## src/sv/fvec_pkg.sv

```systemverilog
// Shared types and codes for the fixed-capacity vector.
package fvec_pkg;

  // Command codes carried by an input transaction.
  typedef enum logic [3:0] {
    CMD_CLEAR      = 4'd0,
    CMD_SET        = 4'd1,
    CMD_PUSH       = 4'd2,
    CMD_POP        = 4'd3,
    CMD_GET        = 4'd4,
    CMD_REM_ORD    = 4'd5,
    CMD_REM_UNORD  = 4'd6,
    CMD_ITER_RESET = 4'd7,
    CMD_NEXT       = 4'd8
  } cmd_e;

  // Status codes reported with every result.
  typedef enum logic [1:0] {
    ST_OK        = 2'd0,
    ST_BOUNDS    = 2'd1,
    ST_FULL      = 2'd2,
    ST_EXHAUSTED = 2'd3
  } status_e;

  // Widest count the vector can reach (capacity up to 256).
  localparam int unsigned CmpWidth = 9;

  typedef struct packed {
    logic [3:0]  command;
    logic [7:0]  index;
    logic [31:0] value;
  } in_item_t;

  typedef struct packed {
    logic [1:0]  status;
    logic [31:0] read_data;
    logic [4:0]  element_count;
    logic        has_more;
  } out_item_t;

  // Broadcast operation enables sent to every cell of the chain.
  typedef struct packed {
    logic clear;  // zero every entry
    logic wr;     // write wr_data at wr_sel
    logic shift;  // take the upper neighbor from target up to below last
    logic move;   // write the read bus at target
    logic drop;   // zero the entry at last
  } cell_ctrl_t;

endpackage

```

## src/sv/fvec_cell.sv

```systemverilog
// One storage cell of the vector chain: holds one entry and picks its next value.
module fvec_cell #(
  parameter int unsigned IDX_W  = 4,
  parameter int unsigned ELEM_W = 32
) (
  input  logic                  clk_i,
  input  logic                  rst_ni,
  input  logic [IDX_W-1:0]      cell_idx_i,
  input  fvec_pkg::cell_ctrl_t  ctrl_i,
  input  logic [IDX_W-1:0]      wr_sel_i,
  input  logic [IDX_W-1:0]      target_i,
  input  logic [IDX_W-1:0]      last_i,
  input  logic [ELEM_W-1:0]     wr_data_i,
  input  logic [ELEM_W-1:0]     move_data_i,
  input  logic [ELEM_W-1:0]     upper_i,
  output logic [ELEM_W-1:0]     data_o
);

  logic [ELEM_W-1:0] data_d, data_q;

  // Next entry value; zeroing of the vacated last entry wins over the other moves.
  always_comb begin
    data_d = data_q;
    if (ctrl_i.clear) begin
      data_d = '0;
    end else if (ctrl_i.drop && (cell_idx_i == last_i)) begin
      data_d = '0;
    end else if (ctrl_i.shift && (cell_idx_i >= target_i) && (cell_idx_i < last_i)) begin
      data_d = upper_i;
    end else if (ctrl_i.move && (cell_idx_i == target_i)) begin
      data_d = move_data_i;
    end else if (ctrl_i.wr && (cell_idx_i == wr_sel_i)) begin
      data_d = wr_data_i;
    end
  end

  // The store is cleared at reset.
  always_ff @(posedge clk_i or negedge rst_ni) begin
    if (!rst_ni) begin
      data_q <= '0;
    end else begin
      data_q <= data_d;
    end
  end

  assign data_o = data_q;

endmodule

```

## src/sv/fixed_capacity_vector.sv

```systemverilog
// Top level of the fixed-capacity vector: command decode, iterator and the cell chain.
//
//   Channel | Direction | Handshake               | Payload
//   --------+-----------+-------------------------+---------------------------
//   in      | input     | in_valid_i / in_ready_o | in_data_i  (in_item_t)
//   out     | output    | out_valid_o/out_ready_i | out_data_o (out_item_t)
//
// Every command, ordered removal included, completes at the accepting edge: all cells
// of the chain load their next value in parallel.
// The result appears in the output register on the cycle after acceptance.
// A new transaction is taken while the result register is empty or being read.
// Reset zeroes every cell, the fill count and the iterator position.
// A stalled output holds the result and blocks the input until it is taken.
module fixed_capacity_vector #(
  parameter int unsigned CAPACITY   = 16,
  parameter int unsigned ELEM_WIDTH = 32
) (
  input  logic                 clk_i,
  input  logic                 rst_ni,
  input  logic                 in_valid_i,
  output logic                 in_ready_o,
  input  fvec_pkg::in_item_t   in_data_i,
  output logic                 out_valid_o,
  input  logic                 out_ready_i,
  output fvec_pkg::out_item_t  out_data_o
);

  localparam int unsigned IdxW = (CAPACITY > 1) ? $clog2(CAPACITY) : 1;
  localparam int unsigned CntW = $clog2(CAPACITY + 1);
  localparam int unsigned XW   = fvec_pkg::CmpWidth;

  logic                 accept;
  logic [CntW-1:0]      count_d, count_q;
  logic [CntW-1:0]      iter_d, iter_q;
  logic                 out_valid_q;
  fvec_pkg::out_item_t  out_d, out_q;

  fvec_pkg::cell_ctrl_t ctrl, ctrl_gated;
  logic [IdxW-1:0]      wr_sel, target, last_idx, rd_sel;
  logic [ELEM_WIDTH-1:0] wr_data, rd_data;
  logic [ELEM_WIDTH-1:0] cell_q [CAPACITY];

  logic [XW-1:0]        idx_x, cnt_x, iter_x, cap_x;
  fvec_pkg::cmd_e       cmd;

  assign cmd      = fvec_pkg::cmd_e'(in_data_i.command);
  assign idx_x    = XW'(in_data_i.index);
  assign cnt_x    = XW'(count_q);
  assign iter_x   = XW'(iter_q);
  assign cap_x    = XW'(CAPACITY);
  assign target   = in_data_i.index[IdxW-1:0];
  assign last_idx = IdxW'(count_q - CntW'(1));
  assign wr_data  = ELEM_WIDTH'(in_data_i.value);

  // Handshake: the result register parts the two sides.
  assign in_ready_o  = !out_valid_q || out_ready_i;
  assign accept      = in_valid_i && in_ready_o;
  assign out_valid_o = out_valid_q;
  assign out_data_o  = out_q;

  // Read address for the shared read bus.
  always_comb begin
    unique case (cmd)
      fvec_pkg::CMD_NEXT:      rd_sel = iter_q[IdxW-1:0];
      fvec_pkg::CMD_REM_UNORD: rd_sel = last_idx;
      default:                 rd_sel = target;
    endcase
  end

  // Read bus: AND-OR selection over the cells.
  always_comb begin
    rd_data = '0;
    for (int i = 0; i < CAPACITY; i++) begin
      rd_data = rd_data | (cell_q[i] & {ELEM_WIDTH{rd_sel == IdxW'(i)}});
    end
  end

  // Command decode: cell operations, counters and the result.
  always_comb begin
    ctrl                = '0;
    wr_sel              = target;
    count_d             = count_q;
    iter_d              = iter_q;
    out_d.status        = fvec_pkg::ST_OK;
    out_d.read_data     = '0;
    unique case (cmd)
      fvec_pkg::CMD_CLEAR: begin
        ctrl.clear = 1'b1;
        count_d    = '0;
      end
      fvec_pkg::CMD_SET: begin
        if (idx_x >= cap_x) begin
          out_d.status = fvec_pkg::ST_BOUNDS;
        end else begin
          ctrl.wr = 1'b1;
          if (idx_x >= cnt_x) begin
            count_d = CntW'(idx_x + XW'(1));
          end
        end
      end
      fvec_pkg::CMD_PUSH: begin
        if (cnt_x >= cap_x) begin
          out_d.status = fvec_pkg::ST_FULL;
        end else begin
          ctrl.wr = 1'b1;
          wr_sel  = count_q[IdxW-1:0];
          count_d = count_q + CntW'(1);
        end
      end
      fvec_pkg::CMD_POP: begin
        if (count_q != '0) begin
          ctrl.drop = 1'b1;
          count_d   = count_q - CntW'(1);
        end
      end
      fvec_pkg::CMD_GET: begin
        if (idx_x >= cap_x) begin
          out_d.status = fvec_pkg::ST_BOUNDS;
        end else begin
          out_d.read_data = 32'(rd_data);
        end
      end
      fvec_pkg::CMD_REM_ORD: begin
        if (idx_x >= cnt_x) begin
          out_d.status = fvec_pkg::ST_BOUNDS;
        end else begin
          ctrl.shift = 1'b1;
          ctrl.drop  = 1'b1;
          count_d    = count_q - CntW'(1);
        end
      end
      fvec_pkg::CMD_REM_UNORD: begin
        if (idx_x >= cnt_x) begin
          out_d.status = fvec_pkg::ST_BOUNDS;
        end else begin
          ctrl.move = 1'b1;
          ctrl.drop = 1'b1;
          count_d   = count_q - CntW'(1);
        end
      end
      fvec_pkg::CMD_ITER_RESET: begin
        iter_d = '0;
      end
      fvec_pkg::CMD_NEXT: begin
        if ((iter_x < cnt_x) && (iter_x < cap_x)) begin
          out_d.read_data = 32'(rd_data);
          iter_d          = iter_q + CntW'(1);
        end else begin
          out_d.status = fvec_pkg::ST_EXHAUSTED;
        end
      end
      default: begin
        // Undefined commands change nothing.
      end
    endcase
    out_d.element_count = 5'(count_d);
    out_d.has_more      = (iter_d < count_d);
  end

  assign ctrl_gated = accept ? ctrl : '0;

  // The chain of cells; each takes its upper neighbor for ordered removal.
  for (genvar g = 0; g < CAPACITY; g++) begin : g_cell
    logic [ELEM_WIDTH-1:0] upper;
    if (g == CAPACITY - 1) begin : g_top
      assign upper = '0;
    end else begin : g_mid
      assign upper = cell_q[g+1];
    end
    fvec_cell #(
      .IDX_W  (IdxW),
      .ELEM_W (ELEM_WIDTH)
    ) u_cell (
      .clk_i       (clk_i),
      .rst_ni      (rst_ni),
      .cell_idx_i  (IdxW'(g)),
      .ctrl_i      (ctrl_gated),
      .wr_sel_i    (wr_sel),
      .target_i    (target),
      .last_i      (last_idx),
      .wr_data_i   (wr_data),
      .move_data_i (rd_data),
      .upper_i     (upper),
      .data_o      (cell_q[g])
    );
  end

  // Control registers: counters and the result valid flag.
  always_ff @(posedge clk_i or negedge rst_ni) begin
    if (!rst_ni) begin
      count_q     <= '0;
      iter_q      <= '0;
      out_valid_q <= 1'b0;
    end else begin
      if (accept) begin
        count_q     <= count_d;
        iter_q      <= iter_d;
        out_valid_q <= 1'b1;
      end else if (out_ready_i) begin
        out_valid_q <= 1'b0;
      end
    end
  end

  // Result payload register.
  always_ff @(posedge clk_i) begin
    if (accept) begin
      out_q <= out_d;
    end
  end

  // The fill count never passes the capacity.
  assert property (@(posedge clk_i) disable iff (!rst_ni)
    XW'(count_q) <= XW'(CAPACITY))
    else $error("fill count above capacity");

  // A clear leaves an empty vector.
  assert property (@(posedge clk_i) disable iff (!rst_ni)
    accept && (cmd == fvec_pkg::CMD_CLEAR) |=> count_q == '0)
    else $error("clear did not empty the vector");

  // A push that fits grows the count by one.
  assert property (@(posedge clk_i) disable iff (!rst_ni)
    accept && (cmd == fvec_pkg::CMD_PUSH) && (cnt_x < cap_x)
    |=> count_q == $past(count_q) + CntW'(1))
    else $error("push did not grow the count");

  // A held result reports the current fill count.
  assert property (@(posedge clk_i) disable iff (!rst_ni)
    out_valid_q |-> out_q.element_count == 5'(count_q))
    else $error("result count disagrees with fill count");

endmodule
```

## config.mk

```make
export PLATFORM = sky130hd
export DESIGN_NAME = fixed_capacity_vector
export DESIGN_NICKNAME = d
export VERILOG_FILES = /design/src/sv/fvec_pkg.sv /design/src/sv/fvec_cell.sv /design/src/sv/fixed_capacity_vector.sv
export SDC_FILE = /design/constraint.sdc
export NUM_CORES = 2
export LEC_CHECK = 0
export BUFFER_PORTS_ARGS = -buffer_cell sky130_fd_sc_hd__buf_4
export CAP_MARGIN = 20
export CORE_MARGIN = 2
export CORE_UTILIZATION = 35
export DETAILED_ROUTE_END_ITERATION = 6
export PLACE_DENSITY_LB_ADDON = 0.15
export SLEW_MARGIN = 20
export SYNTH_ARGS = -nofsm -noshare
export SYNTH_HDL_FRONTEND = slang
export SYNTH_SLANG_ARGS = --single-unit
```

## constraint.sdc

```tcl
create_clock -name clk_i -period 3.7 [get_ports clk_i]
set_clock_uncertainty 0.05 [all_clocks]
set_input_delay 0.37 -clock clk_i [delete_from_list [all_inputs] [get_ports clk_i]]
set_output_delay 0.37 -clock clk_i [all_outputs]
set_load 0.02 [all_outputs]
```

== After elaboration in Yosys (flattened, before gate mapping) ==
Index checks and enable logic that the tools add are counted.

* Add/sub/neg operators: 4
* $lt $le $gt $ge: 38
* Eq/ne operators: 68
* Mux-type cells: 112
* Bitwise gates (word level): 31
* Reductions and logical operators: 109

{| class="wikitable"
|+ Operators by type and width
! kind !! count
|-
| $mux 32 || 82
|-
| $and 32x32->32 || 16
|-
| $or 32x32->32 || 15
|-
| $eq 4x4->1 const A || 24
|-
| $reduce_bool 5->1 || 17
|-
| $logic_and 1x1->1 || 82
|-
| $pmux 32 s2 || 1
|-
| $eq 3x4->1 const A || 12
|-
| $eq 4x4->1 const B || 9
|-
| $mux 5 || 7
|-
| $eq 4x3->1 const B || 8
|-
| $ge 4x4->1 const A || 8
|-
| $lt 4x4->1 const A || 8
|-
| $pmux 5 s5 || 1
|-
| $eq 2x4->1 const A || 6
|-
| $logic_not 4->1 || 5
|-
| $eq 4x2->1 const B || 4
|-
| $ge 3x4->1 const A || 4
|-
| $lt 3x4->1 const A || 4
|-
| $add 5x1->5 const B || 3
|-
| $eq 1x4->1 const A || 3
|-
| $mux 1 || 11
|-
| $lt 5x5->1 || 2
|-
| $pmux 5 s2 || 1
|-
| other kinds (20) || 29
|}

* Register bits after elaboration: 563
* Bits of input ports: 48
* Output and inout port bits: 42
* Logic and storage cells: 385

== Depth between registers and ports, before layout ==
* Depth in word-level cells: 23
* Gate-level depth with buffers: 17
* Depth with buffers taken out: 14

== Modules after synthesis ==
A second synthesis with hierarchy kept.

* Cell total of the unflattened synthesis: 4,432
* Area, all modules: 41,765.1 um^2

{| class="wikitable"
|+ By module, submodules not included
! module !! times used !! cells an instance !! area each (um^2) !! seq. area each (um^2)
|-
| fvec_cell || 16 || 214 || 2,128.3 || 800.8
|-
| fixed_capacity_vector || 1 || 1,008 || 7,712.4 || 1,476.4
|}

== Least setup slack after synthesis ==
No wires, ideal clock.

* Path type: register to register
* Start: register count_q[1]
* End: register out_q (netlist bit out_data_o[12]) (data pin)
* Setup time: 0.265 ns
* Data arrival time: 3.333 ns
* Required time: 3.385 ns
* Path slack: 0.052 ns
* Stages on the path, launching flop included: 15
* Path buffers: 4
* Period minus slack after synthesis: 3.648 ns
* Cells stage by stage: dfrtp_1 clkbuf_1 inv_1 ha_1 or4bb_1 a21oi_2 nor3b_1 buf_2 buf_2 a22oi_1 nor2_1 a221o_1 nor3_4 buf_4 nor2_1

{| class="wikitable"
|+ RTL lines
! item !! line !! RTL
|-
| start, declared || fixed_capacity_vector.sv:33 || <nowiki>logic [CntW-1:0] count_d, count_q;</nowiki>
|-
| start signal, assigned || fixed_capacity_vector.sv:196 || <nowiki>count_q <= count_d;</nowiki>
|-
| end signal, assigned || fixed_capacity_vector.sv:208 || <nowiki>out_q <= out_d;</nowiki>
|-
| end, declared || fixed_capacity_vector.sv:36 || <nowiki>fvec_pkg::out_item_t out_d, out_q;</nowiki>
|}

== Worst setup path after layout ==
* Start: register count_q[0]
* End: register g_cell[0].u_cell.data_q[16]

* Longest elaborated chain between the ends: 23
* Elaborated cells on any way between the ends: 76
* Classes of those cells: 1 x add/sub; 3 x order compare; 15 x eq/ne; 16 x mux; 31 x bitwise; 10 x reduce/logical

{| class="wikitable"
|+ Ends and longest elaborated chain
! item !! line !! RTL
|-
| $sub 5x1->5 || n/a ||
|-
| $pmux 4 s2 || fixed_capacity_vector.sv:63 || <nowiki>unique case (cmd)</nowiki>
|-
| $eq 4x1->1 / $logic_not 4->1 (equally long branches) || fixed_capacity_vector.sv:74 || <nowiki>rd_data = rd_data | (cell_q[i] & {ELEM_WIDTH{rd_sel == IdxW'(i)}});</nowiki>
|-
| $and 32x32->32 || fixed_capacity_vector.sv:74 ||
|-
| $or 32x32->32 (15 in a row) || fixed_capacity_vector.sv:74 ||
|-
| $mux 32 || fvec_cell.sv:30 || <nowiki>end else if (ctrl_i.move && (cell_idx_i == target_i)) begin</nowiki>
|-
| $mux 32 || fvec_cell.sv:28 || <nowiki>end else if (ctrl_i.shift && (cell_idx_i >= target_i) && (cell_idx_i < last_i)) begin</nowiki>
|-
| $mux 32 || fvec_cell.sv:26 || <nowiki>end else if (ctrl_i.drop && (cell_idx_i == last_i)) begin</nowiki>
|-
| $mux 32 || fvec_cell.sv:24 || <nowiki>if (ctrl_i.clear) begin</nowiki>
|-
| end signal, assigned || fvec_cell.sv:42 || <nowiki>data_q <= data_d;</nowiki>
|-
| end, declared || fvec_cell.sv:19 || <nowiki>logic [ELEM_W-1:0] data_d, data_q;</nowiki>
|}

Parallel ways exist; a longest one is shown, timed or not.
A chain may end at the register's enable or synchronous reset.

==> key figures <==
Clocking
  – Clock Tree Buf Depth: 3
  – CTS buffer count: 68
  – Root buf cell: clkbuf_16
  – Clk_lat worst skew: 0.65 ns
  – Clk slew on worst S/H paths: 0.06 ns
  – TritonCTS clock tree: yes
  – H-tree depth: 3
  – CTS Sinks: 563

Detailed routing
  – Routed len/inst: 36.96 µm
  – Initial drt markers: 5941
  – Final ANT Viol Nets: 0
  – DRC errors left: 24
  – Drt pass-1 iters: 7
  – Final wirelength: 174.9 mm
  – Vias per inst: 7.215
  – Vias: 34148

Floorplanning
  – Io pins: 90
  – Starting Density: 0.3546
  – Die Wd: 306.5 µm
  – Die Height: 306.5 µm
  – Die area: 93920 µm²
  – Core area: 90290 µm²
  – Row count: 110

STA
  – Worst-Margin Slew: 1.009 ns
  – Fmax: 277.3 MHz
  – Setup TNS: 0 ns
  – Hold_ws: 0.06690 ns
  – Slew margin rel.: 0.3272
  – RSZ-0062 raised after global routing: no
  – Endpoints failing setup: 0
  – Post-route minimum period: 3.606 ns
  – Final period util: 0.9745
  – Final Max Slew Viols: 0
  – Final hold violations: 0

Placed design
  – Placer Congestion: 0.9465
  – I/O Buffers: 89
  – DP Area: 36710 µm²
  – Detailed placer's ending HPWL: 103.4 mm
  – Placed Cells: 4581

Synth
  – Most used DFF post-synth: dfrtp_1
  – Yosys warnings: 0
  – Mean area per synthesized cell: 9.459 µm²
  – Syn_nets: 3455
  – Cell variety after synth: 93
  – Synthesized area: 32020 µm²
  – EDFF count, synth: 40
  – Register area share after synthesis: 0.4463
  – Syn Inst Count: 3385
  – Fraction of registers with async set/reset: 0.9290
  – Synthesis-stage register bit count: 563

Critical path
  – CP delay by family, top: buffers and inverters
  – Crit path kind: reg -> reg
  – RR Endpoint: g_cell[0].u_cell.data_o[16]
  – Most used cell, CP: buf_4
  – Worst setup EP type: flip-flop
  – Crit path required time: 4.20 ns
  – Critical path startpoint category: flip-flop
  – Reg2reg path depth: 11
  – Worst EP arrival: 4.11 ns
  – Critical path's slowest cell: nor2_4
  – R2r setup slk: 0.09 ns
  – Worst-path fanout max: 16
  – Worst flop-to-flop path startpoint: count_q[0]
  – Crit-path cells: buf_4 > o31a_1 > or2_2 > buf_4 > o31ai_1 > nor4_2 > buf_4 > nor2_4 > buf_4 > a22oi_1 > o221ai_1
  – Worst path max stage delay: 0.50 ns
  – Buf+Inv Stages, Crit Path: 4

Final layout
  – Fin cells: 4733
  – Design area: 39440 µm²
  – Share of cells above drive strength 1: 0.2010
  – Final nets: 3568
  – Final core utilization: 0.4368
  – Layout area overhead: 23.18%
  – Most common cell after layout, fill and taps aside: dfrtp_1
  – Commonest cells after routing, fill and taps aside: dfrtp_1 (523), a22oi_1 (430), buf_4 (366)

Global route
  – First-pass GRT wire length: 246.0 mm
  – Initial antenna violation count: 4
  – GRT overflow: 0
  – Vias in the first global route: 33604
  – Largest net degree at the start of global routing: 94
  – GRT Util Overall: 0.3614

Min path
  – Min-delay src: in_data_i[23]
  – Hold EP: g_cell[13].u_cell.data_o[23]
  – WHS Path Cells: 3
  – HP Class: in -> reg

Power and ir drop
  – Sequential Power Share: 0.386
  – Max VDD drop: 0.3411 mV
  – Clk pwr share: 0.377
  – Pwr dens: 485.9 nW/µm²
  – Comb power frac: 0.237
  – Int Pwr: 12820 µW
  – P_sw: 6346 µW
  – Pleak: 0.01572 µW
  – Net Sw Frac: 0.3311

Flow run
  – MaxCap Viol Count: 0

Run status
  – Failing checks: design-rule violations
  – Status: complete, but fails checks
==> power by group through the flow <==
stage / sequential, µW / combinational [µW] / clock, µW
3_5_place_dp: 7470 / 4290 / 0
2_1_floorplan: 7330 / 2220 / 0
3_3_place_gp: 7460 / 4240 / 0
4_1_cts: 7370 / 4350 / 7260
6_report: 7390 / 4550 / 7220
5_1_grt: 7450 / 4790 / 7520
==> what timing repair did <==
| item | CTS | global route |
|---|---|---|
| hold buffers | 2 | 0 |
| cloned | 0 | 2 |
| resized for setup | 6 | 30 |
| setup endpoints to repair | 85 | 428 |
| endpoints found under the hold margin | 77 | 0 |
| pin swaps | 3 | 7 |
| setup buffers | 6 | 13 |
==> tightest hold or removal path, stage by stage <==
cell and delay [ns]:
buf_4 0.19, a22oi_1 0.09, o221ai_1 0.07
==> flip-flops by register name, indices dropped and copies added, names as in the netlist <==
name / cells
count_q: 5
g_cell.u_cell.data_o: 512
iter_q: 5
out_valid_o: 1
out_data_o: 40
==> routing by layer <==
layer  part of all wire  vias to the layer above  track usage
li1                   -                    13554            -
met1               0.37                    16950       0.4606
met2               0.42                     2924       0.5289
met3               0.14                      718       0.1241
met4              0.066                        2       0.2144
met5           0.000086                        -            0
==> layout make-up <==
type,instances,area (µm²)
fillers,8586,50850
multi-input cells,2280,16040
flip-flops and latches,563,14290
repair buffers,471,4835
clock buffers,105,2128
well taps,1176,1471
inverters,114,429.2
clock inverters,19,237.7
diodes,5,12.51
==> cell usage after synthesis, types with 4 or more instances <==
master	count	area, µm²
a31oi_1	8	50.05
nand3_1	57	285.3
or2_2	7	43.79
nor4_1	13	81.33
buf_6	4	45.04
and4_1	28	245.2
o21ai_0	303	1516
o221ai_1	130	1139
nor3_1	13	65.06
a222oi_1	159	1592
buf_2	115	575.6
a211oi_2	6	75.07
nor2_1	102	382.9
o22ai_1	4	25.02
nor4bb_1	4	40.04
ha_1	22	275.3
a221o_1	5	50.05
a211oi_1	7	52.55
a311o_1	5	50.05
and3_1	16	100.1
and2_1	14	87.58
dfrtp_1	523	13090
a21oi_1	127	635.6
clkbuf_1	295	1107
buf_1	8	30.03
buf_4	6	45.04
mux2_2	10	112.6
nand2b_1	15	93.84
o21ai_1	41	205.2
o211ai_1	97	728.2
a21o_1	13	97.59
inv_1	113	424.2
nand4_1	6	37.54
nor2b_1	8	50.05
a311oi_1	28	245.2
mux2i_1	40	400.4
a22oi_1	431	3236
nand2_1	305	1145
edfxtp_1	40	1201
a22o_1	103	902.1
o2bb2ai_1	62	543.0
nor3b_1	5	37.54
==> metrics by stage <==
stage	setup WS (ns)	total power (µW)
5_1_grt	0.001934	19760
3_5_place_dp	-0.1304	11760
6_report	0.09434	19160
2_1_floorplan	0.05202	9548
3_3_place_gp	-0.1142	11690
4_1_cts	0.001602	18980
==> cells by family after synthesis <==
logic type | share of synthesized area
buffers and inverters | 0.06967
multiplexers | 0.01602
flip-flops | 0.4463
XOR/XNOR | 0.0008208
AO/OA/AOI/OAI | 0.3642
adder cells (fa/ha/maj) | 0.008597
AND/OR/NAND/NOR | 0.09445
==> worst max path at each step <==
| stage | startpoint | to | slack [ns] | cells past startpoint |
|---|---|---|---|---|
| 5_1_grt | count_q[0] | out_data_o[13] | 0.002 | 14 |
| 4_1_cts | count_q[1] | out_data_o[34] | 0.002 | 13 |
| 3_5_place_dp | in_data_i[41] | g_cell[15].u_cell.data_o[12] | -0.13 | 11 |
| 3_3_place_gp | count_q[1] | g_cell[4].u_cell.data_o[4] | -0.11 | 12 |
| 6_report | count_q[0] | g_cell[0].u_cell.data_o[16] | 0.09 | 11 |
| 2_1_floorplan | count_q[1] | out_data_o[12] | 0.05 | 14 |
Power figures use the tool's default switching activity.
